File: src/rtl/m61_pkg.sv
`timescale 1ns / 1ps
// ----------------------------------------------------------------------------
// m61_pkg: shared types and constants for the p = 2^61-1 field unit
// Holds op codes, the field modulus, and the controller/datapath command and
// status structs.
// ----------------------------------------------------------------------------
package m61_pkg;

  localparam int FBits = 61;
  localparam logic [60:0] FieldP = {61{1'b1}};
  // exponent p-2 for inversion
  localparam logic [60:0] InvExp = {{59{1'b1}}, 2'b01};
  localparam int ExpCntW = 6;
  localparam logic [ExpCntW-1:0] ExpLast = ExpCntW'(FBits - 1);

  typedef enum logic [3:0] {
    OP_RED64  = 4'd0,
    OP_RED128 = 4'd1,
    OP_NEG    = 4'd2,
    OP_ADD2   = 4'd3,
    OP_ADD3   = 4'd4,
    OP_ADD4   = 4'd5,
    OP_SUB    = 4'd6,
    OP_MUL    = 4'd7,
    OP_INV    = 4'd8
  } op_t;

  // multiplier source select
  typedef enum logic [1:0] {
    MSEL_AB   = 2'd0,
    MSEL_ACC  = 2'd1,
    MSEL_BASE = 2'd2
  } msel_t;

  typedef struct packed {
    logic  load;      // capture request operands
    logic  simple;    // compute non-multiply result into result register
    logic  mul_go;    // launch a multiply
    msel_t msel;
    logic  wr_acc;    // write reduced product to accumulator
    logic  wr_base;   // write reduced product to base
    logic  wr_res;    // write reduced product to result
    logic  acc_to_res;
  } cmd_t;

  typedef struct packed {
    logic is_mul;
    logic is_inv;
  } stat_t;

  function automatic logic [60:0] fold64(input logic [63:0] w);
    logic [61:0] s;
    s = {59'd0, w[63:61]} + {1'b0, w[60:0]};
    if (s >= {1'b0, FieldP}) s = s - {1'b0, FieldP};
    return s[60:0];
  endfunction

  function automatic logic [60:0] fadd(input logic [60:0] x, input logic [60:0] y);
    logic [61:0] s;
    s = {1'b0, x} + {1'b0, y};
    if (s >= {1'b0, FieldP}) s = s - {1'b0, FieldP};
    return s[60:0];
  endfunction

endpackage

File: src/rtl/m61_ctrl.sv
`timescale 1ns / 1ps
// ----------------------------------------------------------------------------
// m61_ctrl: request sequencer for the field unit
// Steps simple ops, one multiply, or the square-and-multiply inversion loop.
// ----------------------------------------------------------------------------
module m61_ctrl (
  input  logic           clk,
  input  logic           rst_n,
  input  logic           in_valid,
  output logic           in_ready,
  output logic           out_valid,
  input  logic           out_ready,
  input  m61_pkg::stat_t stat,
  output m61_pkg::cmd_t  cmd
);

  typedef enum logic [6:0] {
    S_IDLE = 7'b0000001,
    S_DEC  = 7'b0000010,
    S_M1   = 7'b0000100,
    S_M2   = 7'b0001000,
    S_M3   = 7'b0010000,
    S_DONE = 7'b0100000,
    S_OUT  = 7'b1000000
  } state_t;

  state_t state_r, state_nxt;
  logic [m61_pkg::ExpCntW-1:0] bit_r, bit_nxt;
  logic phase_r, phase_nxt; // inversion: 0 = acc multiply, 1 = square
  logic inv_r, inv_nxt;

  assign in_ready  = (state_r == S_IDLE);
  assign out_valid = (state_r == S_OUT);

  always_comb begin
    state_nxt = state_r;
    bit_nxt = bit_r;
    phase_nxt = phase_r;
    inv_nxt = inv_r;
    cmd = '0;
    cmd.msel = m61_pkg::MSEL_AB;
    case (state_r)
      S_IDLE: begin
        if (in_valid) begin
          cmd.load = 1'b1;
          state_nxt = S_DEC;
        end
      end
      S_DEC: begin
        bit_nxt = '0;
        inv_nxt = stat.is_inv;
        if (stat.is_mul) begin
          state_nxt = S_M1;
        end else if (stat.is_inv) begin
          // skip acc multiply on zero exponent bits
          phase_nxt = ~m61_pkg::InvExp[0];
          state_nxt = S_M1;
        end else begin
          cmd.simple = 1'b1;
          state_nxt = S_OUT;
        end
      end
      S_M1: begin
        if (inv_r) cmd.msel = phase_r ? m61_pkg::MSEL_BASE : m61_pkg::MSEL_ACC;
        state_nxt = S_M2;
      end
      S_M2: begin
        if (inv_r) cmd.msel = phase_r ? m61_pkg::MSEL_BASE : m61_pkg::MSEL_ACC;
        state_nxt = S_M3;
      end
      S_M3: begin
        if (!inv_r) begin
          cmd.wr_res = 1'b1;
          state_nxt = S_OUT;
        end else if (!phase_r) begin
          cmd.wr_acc = 1'b1;
          phase_nxt = 1'b1;
          state_nxt = S_M1;
        end else begin
          cmd.wr_base = 1'b1;
          if (bit_r == m61_pkg::ExpLast) begin
            state_nxt = S_DONE;
          end else begin
            bit_nxt = bit_r + 1'b1;
            phase_nxt = ~m61_pkg::InvExp[bit_r + 1'b1];
            state_nxt = S_M1;
          end
        end
      end
      S_DONE: begin
        cmd.acc_to_res = 1'b1;
        state_nxt = S_OUT;
      end
      S_OUT: begin
        if (out_ready) state_nxt = S_IDLE;
      end
      default: state_nxt = S_IDLE;
    endcase
  end

  always_ff @(posedge clk) begin
    if (!rst_n) begin
      state_r <= S_IDLE;
      bit_r   <= '0;
      phase_r <= 1'b0;
      inv_r   <= 1'b0;
    end else begin
      state_r <= state_nxt;
      bit_r   <= bit_nxt;
      phase_r <= phase_nxt;
      inv_r   <= inv_nxt;
    end
  end

endmodule
File: config.mk
export PLATFORM = sky130hd
export DESIGN_NAME = m61_ctrl
export DESIGN_NICKNAME = d
export VERILOG_FILES = /design/src/rtl/m61_pkg.sv /design/src/rtl/m61_ctrl.sv
export SDC_FILE = /design/constraint.sdc
export NUM_CORES = 1
export LEC_CHECK = 0
export ABC_AREA = 1
export BUFFER_PORTS_ARGS = -buffer_cell sky130_fd_sc_hd__buf_2
export CAP_MARGIN = 20
export CORE_MARGIN = 2
export CORE_UTILIZATION = 50
export CTS_CLUSTER_DIAMETER = 100
export DETAILED_ROUTE_END_ITERATION = 8
export PLACE_DENSITY = 0.73
export SYNTH_ARGS = -nofsm -noshare
export SYNTH_HDL_FRONTEND = slang
export SYNTH_SLANG_ARGS = --single-unit
export TNS_END_PERCENT = 20
File: constraint.sdc
create_clock -name clk -period 2 [get_ports clk]
set_input_delay 0.2 -clock clk [delete_from_list [all_inputs] [get_ports clk]]
set_output_delay 0.2 -clock clk [all_outputs]
set_load 0.005 [all_outputs]
After elaboration in Yosys (flattened, before gate mapping)
Memories as Yosys holds them, arrays and structs flattened.
Cells that the tools add are included.
- output and inout port bits: 11
- flip-flop bits (word level): 15
- input bits: 6
- word-level logic and storage cells: 61
- ROM bits: 64
- memories kept: 1
- reductions and logical operators: 5
- eq/ne operators: 15
- add/sub/neg operators: 1
- multiplexer cells: 33
- magnitude comparators: 1
- bitwise operators: 1
- memory list (name ; words ; bits a word ; rd ports ; clocked after Yosys merged registers in ; wr ports ; RTL line ; source):
    (name not given) ; 64 ; 1 ; 1 ; 0 ; 0 ; m61_ctrl.sv:85 ; phase_nxt = ~m61_pkg::InvExp[bit_r + 1'b1];
- operator list (operator ; count):
    7-bit one-hot mux with 7 select lines ; 1
    7-bit 2-to-1 mux ; 6
    6-bit 2-to-1 mux ; 4
    1-bit 2-to-1 mux ; 15
    2-bit inequality test (second input constant) ; 6
    6-bit one-hot mux with 2 select lines ; 1
    2-bit 2-to-1 mux ; 4
    4-bit AND reduction ; 2
    7-bit by 1-bit == test with 1-bit output (second input constant) ; 1
    7-bit by 2-bit == test with 1-bit output (second input constant) ; 1
    7-bit by 3-bit == test with 1-bit output (second input constant) ; 1
    7-bit by 4-bit == test with 1-bit output (second input constant) ; 1
    7-bit by 5-bit == test with 1-bit output (second input constant) ; 1
    7-bit by 6-bit == test with 1-bit output (second input constant) ; 1
    7-bit == test (second input constant) ; 1
    6-bit by 7-bit less-than comparator with 1-bit output (second input constant) ; 1
    6-bit by 1-bit adder with 6-bit output (second input constant) ; 1
    6-bit == test (second input constant) ; 1
    3-bit 2-to-1 mux ; 1
    2-bit by 1-bit inequality test with 1-bit output (second input constant) ; 1
    1-bit one-hot mux with 2 select lines ; 1
    2-bit AND reduction ; 1
    2-bit nonzero test ; 1
    2-bit OR reduction ; 1
    1-bit inverter ; 1

Depth between registers and ports, before layout
- depth after elaboration: 8
- gate-level depth with buffers: 10
- gate-level depth less buffers: 10

Worst setup path after synthesis
OpenSTA, ideal clock, no wires.
- path type: flip-flop to flip-flop
- start: register bit_r[0] in the netlist's numbering
- end: register bit_r[2] in the netlist's numbering
- required time: 1.933 ns
- library setup time: 0.067 ns
- cell stages (with the launch flop): 9
- buffers on the path: 0
- data arrival time: 1.221 ns
- setup slack: 0.712 ns
- period minus slack after synthesis: 1.288 ns
- cell sequence: dfxtp_1 inv_1 ha_1 inv_1 nor3_4 nor2_4 nor2_4 nand2_1 a21oi_2
- longest elaborated chain between the ends: 5
- elaborated cells on any way between the ends: 8
- classes of those cells: 1 x add/sub; 2 x eq/ne; 4 x mux; 1 x reduce/logical
- RTL lines (item ; RTL line ; source):
    from (decl) ; m61_ctrl.sv:28 ; logic [m61_pkg::ExpCntW-1:0] bit_r, bit_nxt;
    from (signal assigned) ; m61_ctrl.sv:109 ; bit_r <= bit_nxt;
    6-bit by 1-bit adder with 6-bit output ; m61_ctrl.sv:84 ; bit_nxt = bit_r + 1'b1;
    6-bit 2-to-1 mux ; m61_ctrl.sv:81 ; if (bit_r == m61_pkg::ExpLast) begin
    6-bit 2-to-1 mux ; m61_ctrl.sv:75 ; end else if (!phase_r) begin
    6-bit 2-to-1 mux ; m61_ctrl.sv:72 ; if (!inv_r) begin
    6-bit one-hot mux with 2 select lines ; m61_ctrl.sv:42 ; case (state_r)
Several ways; a longest one is shown, not always the timed one. The select of a mux whose other input is x is not followed.
A chain may end at the register's enable or synchronous reset.

==> reports/metrics.csv <==
metric,value,unit
status,completed,
critical_path.max_fanout,5,
setup_violations,0,
slowest_delay,330,ps
dp_cells,188,
fin_skew,6.01,ps
synth-edff-count,0,
finalHoldViolCount,0,
slew_violations,0,
ant_nets,0,
cp.arrival,1580,ps
ir_drop,0.338,mV
yosysUniqueCellTypes,26,
vias,971,
clockPowerShare,31.4,%
drc,0,
p_per_area,508,mW/mm2
period_share,89.2,%
synth_seq_area_share,31.0,%
synth_fp_nets,159,
clk_pin_slew,80,ps
die_w,48.0,um
cts_tree,done,
num_antenna_cells,0,
share_seq_of_total_power,55.7,%
fillers,189,
cts_inserted_buffers,3,
postSynthCellCount,150,
rows,15,
ios,17,
coreArea,0.00178,mm2
cpMostUsedCell,nand2_1,
ctsRootBufferMaster,clkbuf_4,
syn_area,970,um2
place.gp.congestion,0.943,
path_buf_inv,3,
grt_pass1_vias,852,
post_cts_buffers,0,
fin_crit,1780,ps
slowest_stage,dfxtp_1,
syn_area_per_cell,6.46,um2
synth_flop_cell,dfxtp_1,
grt_pass1_wl,3.53,mm
finalWorstSetupSlack,217,ps
holdBufCountCts,0,
cts_resized,0,
cts-htree-levels,1,
post_drt_wl_per_cell,11.2,um
cts.sinks,15,
drive_above_1_share,15.6,%
p_int,0.407,mW
cp-end-kind,primary output,
drtPass1Iterations,4,
antenna_found_initial,0,
path_cells,inv_1 > nand2_1 > nor3_1 > nand2_1 > nor2_1 > nand2_1 > inv_1 > buf_2,
rsz0062_at_grt,false,
min_path_type,input port to flip-flop,
grt_max_degree,13,
die_area,0.00231,mm2
power_leakage,0.556,nW
max_freq,561,MHz
finalNonFillerCells,192,
power_frac_comb,13.0,%
start_kind,flip-flop,
area_delta_synth_final,12.5,%
die_h,48.0,um
async_reset_ff_share,0,%
viasPerCell,5.06,
crit_type,flip-flop to primary output,
crit_required,1800,ps
cts_buffer_depth,2,
gr-usage-all-layers,22.4,%
yosys_warnings,0,
switching_share,26.6,%
pre_cts_slack,533,ps
start_util,54.4,%
worstHoldPathCells,2,
hpwl,1.68,mm
ys_seq_elements,15,
path_depth,8,
power.switching,0.148,mW
nNetsFinal,177,
wl,2.15,mm
clkLatencyLatePin,280,ps
cpLargestDelayFamily,simple AND/OR/NAND/NOR gates,
drv_cap,0,
reg2reg_depth,8,
gr-total-overflow,0,
finalSetupTns,0,ps
portBuffers,15,
first_iter_violations,37,
## stage by stage
step	cell area (um2)	power (mW)	hold WS [ps]	util (%)
after floorplan	970	0.367	284	-
after global placement	1060	0.386	441	59.7
final	1090	0.555	148	61.2
after global routing	1090	0.580	144	61.2
after CTS	1090	0.560	141	61.2
after detailed placement	1060	0.388	439	59.7
## cell families after synthesis
family,count (synthesis),synth area share [%]
XOR/XNOR,1,0.903
other,1,0.387
adder cells (fa/ha/maj),3,3.87
AO/OA/AOI/OAI,16,9.29
buffers and inverters,32,12.8
AND/OR/NAND/NOR,82,41.8
flip-flops,15,31.0
## cells in the final DEF (no fill, tap or decap), drive strengths merged, types with 4 or more instances in the layout
| cell | netlist | layout |
|---|---|---|
| a21oi | 8 | 8 |
| nand3 | 11 | 11 |
| nand4 | 4 | 4 |
| nor3 | 6 | 6 |
| nand2 | 38 | 38 |
| o21ai | 5 | 5 |
| inv | 30 | 30 |
| buf | 1 | 15 |
| dfxtp | 15 | 15 |
| nor2 | 21 | 21 |
| clkbuf | 1 | 4 |
## area by class of cell
class	instances	area, um2	area share [%]
clock buffer	4	26.3	2.41
sequential	15	300	27.5
tap	25	31.3	2.87
multi-input combinational	103	546	50.0
timing repair buffer	15	75.1	6.88
inverter	30	113	10.3
## synth_stat cells (all sizes together) (3+ instances only)
| library cell | instances | area, um2 |
|---|---|---|
| nor2 | 21 | 113 |
| a21oi | 8 | 43.8 |
| dfxtp | 15 | 300 |
| ha | 3 | 37.5 |
| nand2 | 38 | 158 |
| inv | 30 | 113 |
| nand3 | 11 | 55.1 |
| nand4 | 4 | 25.0 |
| o21ai | 5 | 25.0 |
| nor3 | 6 | 41.3 |
## worst reg2reg max path, stage by stage, from the launching register on
cell	delay, ps
dfxtp_1	360
inv_1	100
ha_1	140
inv_1	50
nor3_4	270
nor2_4	100
nor2_4	130
nand2_1	80
a21oi_2	130
## sequential cells by signal, summed over array words and instances, names as in the netlist
register and flops:
state_r 7, bit_r 6, inv_r 1, phase_r 1
## power groups by stage
stage | clock [mW] | combinational, mW | sequential [mW]
6_report | 0.174 | 0.0719 | 0.309
4_1_cts | 0.179 | 0.0725 | 0.309
5_1_grt | 0.188 | 0.0814 | 0.310
3_3_place_gp | 0 | 0.0703 | 0.316
3_5_place_dp | 0 | 0.0723 | 0.316
2_1_floorplan | 0 | 0.0523 | 0.315
## per-layer routing
layer / track usage, % / wire length (um) / up-vias
met2: 36.0 / 992 / 31
met1: 29.3 / 994 / 439
met3: 7.17 / 143 / 2
met5: 0 / 0 / -
li1: - / - / 499
met4: 4.86 / 14 / 0
## path summary, 6_finish.rpt
path	startpoint	endpoint	slack (ps)
setup / recovery	state_r[2]	cmd[7]	220
hold / removal	rst_n	state_r[0]	150
setup reg to reg	bit_r[0]	bit_r[2]	550
hold reg to reg	state_r[2]	state_r[3]	510
Power figures use the tool's default switching activity.
